## src/rtl/spa_pkg.sv

```systemverilog
// Package for the sparse polynomial adder: command, status and sequencer codes.
// Depends on nothing; used by spa_front, spa_back and sparse_polynomial_adder_top.
package spa_pkg;

	localparam int MAX_TERMS_DEF = 32;
	localparam int EXP_BITS_DEF  = 8;

	localparam logic [1:0] FN_INS_A = 2'd0;
	localparam logic [1:0] FN_INS_B = 2'd1;
	localparam logic [1:0] FN_ADD   = 2'd2;

	localparam logic [1:0] RS_TERM  = 2'd0;
	localparam logic [1:0] RS_ACK   = 2'd1;
	localparam logic [1:0] RS_FULL  = 2'd2;
	localparam logic [1:0] RS_EMPTY = 2'd3;

	typedef enum logic [1:0] {
		OP_INS_A,
		OP_INS_B,
		OP_ADD
	} op_t;

	typedef struct packed {
		op_t                op;
		logic signed [31:0] coeff;
		logic [7:0]         exponent;
	} cmd_t;

	typedef enum logic [1:0] {
		SQ_IDLE,
		SQ_START,
		SQ_SCAN,
		SQ_EMIT
	} seq_t;

endpackage

```

## src/rtl/spa_front.sv

```systemverilog
// Front end: accepts command beats, decodes func and drops unused codes,
// and holds decoded commands in a two-entry queue. Depends on spa_pkg.
module spa_front import spa_pkg::*; (
	input  logic               clk,
	input  logic               arst_n,
	input  logic               cmd_valid,
	output logic               cmd_stall,
	input  logic [1:0]         func,
	input  logic signed [31:0] coeff,
	input  logic [7:0]         exponent,
	output logic               q_valid,
	output cmd_t               q_cmd,
	input  logic               q_pop
);

	cmd_t       fifo_q [2];
	logic       wr_ptr_q;
	logic       rd_ptr_q;
	logic [1:0] cnt_q;
	logic       take;
	logic       push;
	cmd_t       dec;

	assign cmd_stall = (cnt_q == 2'd2);
	assign take      = cmd_valid && !cmd_stall;

	always_comb begin
		dec.coeff    = coeff;
		dec.exponent = exponent;
		push         = take;
		unique case (func)
			FN_INS_A: dec.op = OP_INS_A;
			FN_INS_B: dec.op = OP_INS_B;
			FN_ADD:   dec.op = OP_ADD;
			default: begin
				dec.op = OP_ADD;
				push   = 1'b0;
			end
		endcase
	end

	assign q_valid = (cnt_q != 2'd0);
	assign q_cmd   = fifo_q[rd_ptr_q];

	always_ff @(posedge clk) begin
		if (push) begin
			fifo_q[wr_ptr_q] <= dec;
		end
	end

	always_ff @(posedge clk or negedge arst_n) begin
		if (!arst_n) begin
			wr_ptr_q <= 1'b0;
			rd_ptr_q <= 1'b0;
			cnt_q    <= 2'd0;
		end else begin
			if (push) begin
				wr_ptr_q <= !wr_ptr_q;
			end
			if (q_pop) begin
				rd_ptr_q <= !rd_ptr_q;
			end
			cnt_q <= cnt_q + 2'(push) - 2'(q_pop);
		end
	end

endmodule

```

## config.mk

```make
export PLATFORM = sky130hd
export DESIGN_NAME = spa_front
export DESIGN_NICKNAME = d
export VERILOG_FILES = /design/src/rtl/spa_pkg.sv /design/src/rtl/spa_front.sv
export SDC_FILE = /design/constraint.sdc
export NUM_CORES = 1
export LEC_CHECK = 0
export BUFFER_PORTS_ARGS = -buffer_cell sky130_fd_sc_hd__buf_2
export CORE_AREA = 2 2 83 85
export DETAILED_ROUTE_END_ITERATION = 8
export DIE_AREA = 0 0 85 87
export GPL_ROUTABILITY_DRIVEN = 0
export PLACE_DENSITY = 0.8
export SLEW_MARGIN = 20
export SYNTH_ARGS = -nofsm -noshare
export SYNTH_HDL_FRONTEND = slang
export SYNTH_SLANG_ARGS = --single-unit
```

## constraint.sdc

```tcl
create_clock -name clk -period 5.6 [get_ports clk]
set_clock_uncertainty 0.05 [all_clocks]
set_input_delay 0.56 -clock clk [delete_from_list [all_inputs] [get_ports clk]]
set_output_delay 0.56 -clock clk [all_outputs]
set_load 0.01 [all_outputs]
```

# [Yosys cells after proc, flatten, opt, wreduce, memory -nomap -nowiden]
# Memory sizes are Yosys's and may differ from the RTL's.
# Cells that the tools add are included.
# Widths: inputs -> output; s select.
[totals] ff_bits=4 mem_bits_rw=84 output_inout_bits=44 elab_cells=20 n_memories=1
[op_classes] add_sub_neg=2 n_eq_ne=3 n_mux=4 n_reduce_logical=7
[memory_table] memory="fifo_q" depth=2 width=42 read_ports=1 rd_ports_with_merged_regs=0 wr=1 line_no="spa_front.sv:16" rtl="cmd_t fifo_q [2];"
[op_table] operator="$eq 2x2->1 const B" count=2
[op_table] operator="$pmux 2 s2" count=1
[op_table] operator="$logic_not 1->1" count=3
[op_table] operator="$mux 1" count=3
[op_table] operator="$reduce_or 3->1" count=1
[op_table] operator="$add 2x1->2" count=1
[op_table] operator="$eq 2x1->1 const B" count=1
[op_table] operator="$logic_not 2->1" count=1
[op_table] operator="$reduce_bool 2->1" count=1
[op_table] operator="$sub 2x1->2" count=1
[op_table] operator="$logic_and 1x1->1" count=1

# [Logic depth before layout (Yosys ltp)]
# Gate-level depths: netlist (run 1).
[logic_depth] depth_word=6 ltp_mapped=7

# [Worst setup path before layout (run 1)]
# Ideal clock, no wire load.
[synth_timing] path_type="flip-flop to flip-flop" startpoint="register cnt_q[1]" endpoint="memory fifo_q[0][0] in the netlist's numbering (enable)" setup_ns=0.441 arrival_time_ns=2.533 setup_slack_ns=2.575 path_stages_with_launch=4 n_path_buf=0 path_cell_list="dfrtp_1 and2b_1 nand3b_4 nor2_1"
[synth_between] elab_chain_len=6
[synth_lines] item="start, declared" line_no="spa_front.sv:19" rtl="logic [1:0] cnt_q;"
[synth_lines] item="start signal, assigned" line_no="spa_front.sv:63" rtl="cnt_q <= cnt_q + 2'(push) - 2'(q_pop);"
[synth_lines] item="$eq 2x2->1" line_no="spa_front.sv:24" rtl="assign cmd_stall = (cnt_q == 2'd2);"
[synth_lines] item="net cmd_stall" line_no="spa_front.sv:7" rtl="output logic cmd_stall,"
[synth_lines] item="$logic_not 1->1" line_no="spa_front.sv:25" rtl="assign take = cmd_valid && !cmd_stall;"
[synth_lines] item="$logic_and 1x1->1" line_no="spa_front.sv:25"
[synth_lines] item="$mux 1" line_no="spa_front.sv:31" rtl="unique case (func)"
[synth_lines] item="$mux 1" line_no="spa_front.sv:46" rtl="if (push) begin"
[synth_lines] item="$mux 1 (not written as such)" line_no="spa_front.sv:47" rtl="fifo_q[wr_ptr_q] <= dec;"
[synth_lines] item="end, declared" line_no="spa_front.sv:16"
# The timed path passes the listed nets, and every way through them passes these cells.

==> reports/metrics.yaml, run 1 <==
status: "finished clean"
cp.arrival_ns: 1.94
fmax_mhz: 391.8
ant_nets: 0
synthSimpleGateAreaFrac_pct: 1.484
r2r_slack_ns: 3.67
power.density_nw_per_um2: 472.8
start_util_pct: 52.61
io_pins: 90
yosys.area_share.xor_xnor_pct: 1.014
clock_tree.buffer_depth: 2
cts.sinks: 88
path_clk_slew_ns: 0.08
vias: 1600
syn_area_sq_um: 3456
synth_cell_types: 17
synth_top_family_by_area: "multiplexers"
die_w_um: 85
worstMarginPinSlew_ns: 0.6594
cts_resized: 0
via_per_inst: 4.805
finalCriticalPeriod_ns: 2.552
period_share_pct: 45.58
antenna_found_initial: 0
row_count: 30
finalHoldViolCount: 0
sw_frac_of_total_pct: 28.08
critPathRequiredTime_ns: 4.99
power.share.clock_pct: 20.0
hold_path_class: "in2reg"
final-setup-viol-count: 0
final_common_cell: "buf_2"
yosys-mux-area-fraction_pct: 17.92
dr.pass1.iters: 4
tns_ns: 0
avgSynthCellArea_sq_um: 22.89
yosysSeqAreaShare_pct: 75.89
synthAdderAreaFrac_pct: 0.7241
coreArea_sq_um: 6569
drt_wl_total_mm: 5.160
numCtsBuffers: 9
synth_nets: 199
grt_max_degree: 36
synth_compound_area_share_pct: 0
die_y_um: 87
critical_path_peak_fanout: 35
grt_use_total_pct: 14.67
power.net_switching_uw: 553.8
grt_pass1_vias: 1639
holdBufCountCts: 1
final_cell_mix: "89 x buf_2, 84 x edfxtp_1, 39 x mux2_4"
grt_pass1_wl_mm: 7.935
ys.warnings.count: 0
dieArea_sq_um: 7395
cts_post_setup_buffers_inserted: 0
critPathMaxStageDelay_ns: 0.58
cts_tree: "done"
crit_type: "reg2out"
cp-start-kind: "flip-flop"
synth_cells: 151
final_nets: 297
drc: 0
cts-root-buf: "clkbuf_8"
report.final.slew_viol_count: 0
crit_slowest_cell: "buf_4"
port-buffer-count: 89
slew_headroom_pct: 55.94
ir_worst_vdd_uv: 369.7
avgRoutedWirePerCell_um: 15.50
final_layout_size_suffix_gt1_share_pct: 59.29
cap_violations: 0
rsz0062_at_grt: "false"
p_seq_share_pct: 46.3
hold_slack_ns: 0.3610
dp_hpwl_mm: 3.544
power.leakage_uw: 0.001684
synth-seq-cells: 88
area_growth_pct: 20.71
cp_cell_sequence: "buf_4 > mux2_4 > buf_2"
pwr-share-comb_pct: 33.7
p_int_uw: 1418
grt-ovfl-total: 0
insertion_delay_ns: 0.33
cts.htree.levels: 3
end_kind: "output port"
drt_iter0_drc: 97
diodes: 0
cell type report:
type | instances | area (sq um)
sequential | 88 | 2624
inverter | 2 | 7.507
timing repair buffer | 93 | 518.0
fill | 487 | 2397
tap | 80 | 100.1
multi-input combinational | 55 | 745.7
clock buffer | 10 | 127.6
clock inverter | 5 | 48.80
final timing paths:
check | from | to | depth (start not counted)
min in group asynchronous | arst_n | cnt_q[0] | 2
setup reg to reg | cnt_q[1] | fifo_q[1][9] | 4
hold / removal | coeff[14] | fifo_q[1][22] | 1
max in group asynchronous | arst_n | rd_ptr_q | 2
hold reg to reg | cnt_q[1] | cnt_q[1] | 1
setup / recovery | rd_ptr_q | q_cmd[14] | 3
metrics by stage:
step	instances	setup WS, ns	total power (uW)	util [%]	area [sq um]
floorplan	151	2.575	1435	-	3456
global placement	315	3.281	1569	59.83	3930
detailed placement	317	3.393	1605	60.67	3985
CTS	333	3.018	1998	63.50	4172
global route	333	2.928	2074	63.50	4172
finish	333	3.048	1972	63.50	4172
flip-flops by register name, summed over array words and instances (netlist names):
name      flops
wr_ptr_q      1
rd_ptr_q      1
fifo_q       84
cnt_q         2
power groups by stage:
stage | registers, uW | logic [uW] | clock network (uW)
after floorplan | 910 | 525 | 0
after global placement | 925 | 643 | 0
after detailed placement | 929 | 676 | 0
after CTS | 915 | 677 | 406
after global routing | 925 | 714 | 434
final | 913 | 664 | 395
routing by layer:
layer,up-vias,GRT usage (%),wire [um]
li1,780,-,-
met1,751,18.71,2223
met2,65,22.73,2478
met3,4,6.540,424
met4,0,4.762,34
met5,-,0,0
critical path: cells and delay by family, from the launching register on:
| family | cells | cell delay [ns] |
|---|---|---|
| multiplexers | 1 | 0.35 |
| buffers and inverters | 2 | 0.72 |
| flip-flops | 1 | 0.52 |
synth_stat cells:
cell type	n	share of area [%]
nand3b_4	1	0.58
nor2b_1	1	0.18
and2b_1	1	0.22
buf_6	1	0.33
edfxtp_1	84	73
buf_12	4	2.3
clkbuf_1	1	0.11
xnor2_1	3	0.76
nor2_1	2	0.22
xor2_1	1	0.25
inv_1	2	0.22
ha_1	2	0.72
or2_2	1	0.18
nand2_1	1	0.11
dfrtp_1	4	2.9
mux2_4	39	17
mux2_2	3	0.98
cell families after synthesis:
family                   after synthesis
buffers and inverters                  8
multiplexers                          42
adder cells (fa/ha/maj)                2
AND/OR/NAND/NOR                        7
flip-flops                            88
XOR/XNOR                               4
Note: power is estimated with default switching activity, not from simulation.
==> run 2, diff against run 1 <==
--- a/config.mk
+++ b/config.mk
@@ -6,11 +6,11 @@
 export NUM_CORES = 1
 export LEC_CHECK = 0
 export BUFFER_PORTS_ARGS = -buffer_cell sky130_fd_sc_hd__buf_2
-export CORE_AREA = 2 2 83 85
+export CORE_AREA = 2 2 85 87
 export DETAILED_ROUTE_END_ITERATION = 8
-export DIE_AREA = 0 0 85 87
+export DIE_AREA = 0 0 87 89
 export GPL_ROUTABILITY_DRIVEN = 0
-export PLACE_DENSITY = 0.8
+export PLACE_DENSITY = 0.77
 export SLEW_MARGIN = 20
 export SYNTH_ARGS = -nofsm -noshare
 export SYNTH_HDL_FRONTEND = slang
==> constraint.sdc (replaced) <==
create_clock -name clk -period 2.45 [get_ports clk]
set_clock_uncertainty 0.05 [all_clocks]
set_input_delay 0.245 -clock clk [delete_from_list [all_inputs] [get_ports clk]]
set_output_delay 0.245 -clock clk [all_outputs]
set_load 0.01 [all_outputs]
==> run 2 against run 1 <==
Net effect:
- global-route usage decreased by 0.51 points
- sequential power rose by 130%
- critical endpoint is now q_cmd[1]
- worst hold slack got worse by 0.31 ns
- sequential cell count unchanged
- first-iteration DRC count up 19%
- routed wire length increased by 3.5%
==> reports/metrics.yaml, run 2 (synthesis results as in run 1) <==
clock_tree.buffer_depth: 2  # unchanged
coreArea_sq_um: 6719  # +2.3%
finalCriticalPeriod_ns: 2.001
r2r-start: "cnt_q[1]"
end_kind: "output port"
period_share_pct: 81.67
cts.sinks: 88  # unchanged
power.density_nw_per_um2: 1104  # +130%
top_regs: "fifo_q (84), cnt_q (2)"
critPathRequiredTime_ns: 2.15  # -2.84 ns
dieArea_sq_um: 7743  # +4.7%
hold_end: "fifo_q[0][37]"
antenna_found_initial: 0  # unchanged
final_common_cell: "buf_2"
grt-ovfl-total: 0  # unchanged
final_cell_mix: "89 x buf_2, 84 x edfxtp_1, 39 x mux2_4"
rsz0062_at_grt: "false"
area_growth_pct: 21.98
cts-root-buf: "clkbuf_8"
die_y_um: 89  # +2.3%
drc: 0  # unchanged
dr.pass1.iters: 6  # +2
final-setup-viol-count: 0  # unchanged
die_w_um: 87  # +2.4%
worstRegToRegCells: 7  # +3
path_clk_slew_ns: 0.08  # about the same
cts_resized: 0  # unchanged
fmax_mhz: 499.8
r2r_slack_ns: 0.68  # -2.99 ns
grt_pass1_vias: 1664  # +1.5%
crit_type: "reg2out"
power.leakage_uw: 0.001724  # +2.4%
avgRoutedWirePerCell_um: 15.80  # +2.0%
numCtsBuffers: 9  # unchanged
hold_path_class: "in2reg"
largest_register_ffs: 84  # unchanged
io_pins: 90  # unchanged
grt_max_degree: 25  # -31%
cts_post_setup_buffers_inserted: 0  # unchanged
min_path_cells: 1  # unchanged
slew_headroom_pct: 73.80  # +18 points
drt_wl_total_mm: 5.341  # +3.5%
row_count: 30  # unchanged
cts.htree.levels: 3  # unchanged
drt_iter0_drc: 115  # +19%
largest_register: "fifo_q"
final_layout_size_suffix_gt1_share_pct: 61.24  # +2.0 points
status: "finished clean"
start_util_pct: 51.43  # -1.2 points
ir_worst_vdd_uv: 481.6  # +30%
min_from: "coeff[29]"
report.final.slew_viol_count: 0  # unchanged
finalHoldViolCount: 0  # unchanged
port-buffer-count: 89  # unchanged
insertion_delay_ns: 0.33  # about the same
vias: 1675  # +4.7%
finalPower_uw: 4653  # +140%
cp-start-kind: "flip-flop"
cp.arrival_ns: 1.71  # -0.23 ns
via_per_inst: 4.956  # +3.1%
ant_nets: 0  # unchanged
grt_pass1_wl_mm: 8.024  # +1.1%
hold_slack_ns: 0.04659  # -0.3144 ns
final_nets: 301  # +1.3%
grt_use_total_pct: 14.16  # -0.51 points
critical_path_peak_fanout: 13  # -63%
diodes: 0  # unchanged
dp_hpwl_mm: 3.762  # +6.1%
cts_tree: "done"
cap_violations: 0  # unchanged
worstMarginPinSlew_ns: 0.3929  # -0.2664 ns
r2r_end: "cnt_q[1]"
-- run 2: worst max-delay path by stage --
stage	startpoint	end	slack (ns)	cells past startpoint
final	rd_ptr_q	q_cmd[1]	0.45	3
after global routing	rd_ptr_q	q_cmd[1]	0.38	3
after CTS	rd_ptr_q	q_cmd[1]	0.41	3
after detailed placement	cnt_q[1]	cnt_q[1]	0.69	7
after global placement	cnt_q[1]	cnt_q[1]	0.78	7
after floorplan	cnt_q[1]	fifo_q[0][0]	-0.57	3
-- run 2: power breakdown --
part | switching [uW] | total [uW] | internal, uW
combinational | 688 | 1510 | 823
clock | 452 | 1030 | 582
sequential | 134 | 2110 | 1970
-- run 2: critical path, stage by stage, from the launching register on --
cell and delay, ns:
dfrtp_2 0.62, buf_4 0.26, mux2_2 0.35, buf_2 0.14
-- run 2: timing repair --
action | CTS | global route
hold buffers | 1 | 0
endpoints found under the setup margin | 0 | 0
hold endpoints to repair | 4 | 0
-- run 2: cell type report --
class | count | area [sq um]
flip-flops and latches | 88 | 2624
fillers | 491 | 2504
multi-input cells | 55 | 745.7
repair buffers | 97 | 520.5
clock buffers | 14 | 182.7
well taps | 80 | 100.1
clock inverters | 2 | 35.03
inverters | 2 | 7.507
-- run 2: per-stage QoR --
step           worst slack [ns]  area [sq um]  instances  util, %  TNS (ns)
4_1_cts                  0.4116          4215        338    62.74         0
3_5_place_dp             0.6921          3988        321    59.35         0
6_report                 0.4490          4215        338    62.74         0
3_3_place_gp             0.7802          3988        321    59.35         0
2_1_floorplan           -0.5745          3456        151        -    -48.26
5_1_grt                  0.3761          4215        338    62.74         0
-- run 2: layer usage --
metal  vias to the layer above  track usage [%]  share of wire (%)
met5                         -                0                  0
met4                         0            5.540                1.9
met3                        12            5.171                6.4
met2                        60            22.97                 49
met1                       821            17.47                 43
li1                        782                -                  -
==> run 3, diff against run 2 <==
--- a/config.mk
+++ b/config.mk
@@ -6,11 +6,11 @@
 export NUM_CORES = 1
 export LEC_CHECK = 0
 export BUFFER_PORTS_ARGS = -buffer_cell sky130_fd_sc_hd__buf_2
-export CORE_AREA = 2 2 85 87
+export CORE_AREA = 2 2 89 91
 export DETAILED_ROUTE_END_ITERATION = 8
-export DIE_AREA = 0 0 87 89
+export DIE_AREA = 0 0 91 93
 export GPL_ROUTABILITY_DRIVEN = 0
-export PLACE_DENSITY = 0.77
+export PLACE_DENSITY = 0.74
 export SLEW_MARGIN = 20
 export SYNTH_ARGS = -nofsm -noshare
 export SYNTH_HDL_FRONTEND = slang
==> constraint.sdc (replaced) <==
create_clock -name clk -period 1.7 [get_ports clk]
set_clock_uncertainty 0.05 [all_clocks]
set_input_delay 0.17 -clock clk [delete_from_list [all_inputs] [get_ports clk]]
set_output_delay 0.17 -clock clk [all_outputs]
set_load 0.01 [all_outputs]
==> run 3 against run 2 <==
Net effect:
- the flow now finishes with violations (setup timing)
- sequential power is 43% higher
- worst setup slack worse by 0.52 ns
- count of clock-buffer cells in the layout down 5
- first-iteration DRC count fell by 49%
- global-route usage grew 0.75 points
- register-to-register slack lost 0.64 ns
- via count is 9.5% higher
- sequential share of layout area down 8.1 points
- routed wire length increased by 15%
- clock power increased by 38%
- combinational power up 81%
- die area rose by 9.3%
==> reports/metrics.yaml, run 3 (synthesis results as in run 1) <==
failed_checks: "setup timing"
cts.sinks: 88  # unchanged
slew_headroom_pct: 87.36  # +14 points
grt-ovfl-total: 0  # unchanged
ir_worst_vdd_uv: 664.3  # +38%
die_w_um: 91  # +4.6%
vias: 1834  # +9.5%
finalCriticalPeriod_ns: 1.772
final_common_cell: "edfxtp_1"
dr.pass1.iters: 4  # -2
avgRoutedWirePerCell_um: 15.08  # -4.6%
path_clk_slew_ns: 0.08  # about the same
start_util_pct: 45.91  # -5.5 points
layout_setup_ws_ns: -0.07206  # -0.5211 ns
grt_pass1_vias: 1891  # +14%
largest_register_ffs: 84  # unchanged
final_cell_mix: "84 x edfxtp_1, 70 x buf_2, 43 x dlygate4sd3_1"
insertion_delay_ns: 0.34  # about the same
cts_tree: "done"
power.density_nw_per_um2: 1475  # +34%
power.leakage_uw: 0.001962  # +14%
drt_wl_total_mm: 6.153  # +15%
cp-start-kind: "flip-flop"
period_share_pct: 104.2
final_layout_size_suffix_gt1_share_pct: 54.58  # -6.7 points
cp-startpoint: "rd_ptr_q"
tns_ns: -1.865  # -1.865 ns
port-buffer-count: 89  # unchanged
final_nets: 349  # +16%
status: "finished with violations"
hold_path_class: "in2async"
cts.htree.levels: 3  # unchanged
rsz0062_at_grt: "true"
r2r_slack_ns: 0.04  # -0.64 ns
crit_type: "reg2out"
drc: 0  # unchanged
drt_iter0_drc: 59  # -49%
dp.cells: 345  # +7.5%
grt_pass1_wl_mm: 9.280  # +16%
end_kind: "output port"
report.final.slew_viol_count: 0  # unchanged
cts-root-buf: "clkbuf_8"
stdcell_count: 408  # +21%
clock_tree.buffer_depth: 2  # unchanged
row_count: 32  # +6.7%
die_y_um: 93  # +4.5%
finalPower_uw: 7162  # +54%
ant_nets: 0  # unchanged
critical_path_peak_fanout: 19  # +6
critPathRequiredTime_ns: 1.48  # -0.67 ns
via_per_inst: 4.495  # -9.3%
finalHoldViolCount: 0  # unchanged
cap_violations: 0  # unchanged
postLayoutCoreUtil_pct: 64.49  # +1.8 points
area_growth_pct: 40.48
r2r-start: "cnt_q[1]"
antenna_found_initial: 0  # unchanged
worstMarginPinSlew_ns: 0.1896  # -0.2034 ns
fmax_mhz: 564.3
cp.arrival_ns: 1.55  # -0.16 ns
diodes: 0  # unchanged
top_regs: "fifo_q (84), cnt_q (2)"
io_pins: 90  # unchanged
grt_use_total_pct: 14.91  # +0.75 points
numCtsBuffers: 9  # unchanged
coreArea_sq_um: 7527  # +12%
placed_area_sq_um: 4055  # +1.7%
dieArea_sq_um: 8463  # +9.3%
dp_hpwl_mm: 3.920  # +4.2%
largest_register: "fifo_q"
grt_max_degree: 29  # +16%
final_area_sq_um: 4855  # +15%
final-setup-viol-count: 39  # +39
run 3: cell types whose count changed in the layout (fill, tap and decap cells not counted), moves of 2 or more:
| cell | previous run | this run |
|---|---|---|
| buf_12 | 1 | 3 |
| clkinvlp_4 | 0 | 2 |
| clkinv_4 | 0 | 3 |
| clkbuf_8 | 13 | 9 |
| dlygate4sd3_1 | 1 | 43 |
| buf_4 | 6 | 9 |
| buf_2 | 89 | 70 |
| buf_6 | 0 | 20 |
run 3: layout make-up:
type                    instances  area (sq um)
flip-flops and latches         88          2626
well taps                     102         127.6
repair buffers                145          1134
fillers                       547          2673
multi-input cells              55         755.7
clock inverters                 7         80.08
inverters                       2         7.507
clock buffers                   9         123.9
run 3: per-stage QoR:
step	hold WS, ns	setup WS (ns)
2_1_floorplan	-0.1756	-0.1763
3_3_place_gp	-0.07034	0.1030
3_5_place_dp	-0.06679	0.04412
4_1_cts	0.08148	-0.08844
5_1_grt	0.1062	-0.1167
6_report	0.09983	-0.07206
run 3: where the power goes:
part           switching [uW]  internal, uW  total, uW
sequential                167          2850       3020
clock                     726           690       1420
combinational            1140          1590       2730
run 3: path summary, 6_finish.rpt:
path                                 end  depth (start not counted)
setup / recovery               q_cmd[34]                          3
hold / removal                  cnt_q[0]                          2
setup reg to reg                cnt_q[1]                          7
hold reg to reg                 cnt_q[1]                          1
max in group asynchronous       rd_ptr_q                          2
min in group clk           fifo_q[0][40]                          2
run 3: worst max-delay path, cell delays in order, from the launching register on:
cell and delay, ns:
dfrtp_4 0.56, buf_12 0.20, mux2_4 0.32, buf_6 0.13
run 3: routing by layer:
layer,global-route usage [%],part of all wire [%],vias up
li1,-,-,881
met2,27.10,54,54
met4,8.712,2.3,0
met5,0,0,-
met3,3.223,4.7,10
met1,16.00,39,889
run 3: what timing repair did:
action | in CTS | in global routing
hold endpoints to repair | 87 | 0
setup buffers | 4 | 0
setup endpoints to repair | 38 | 41
hold buffers | 43 | 0
resized for setup | 21 | 2
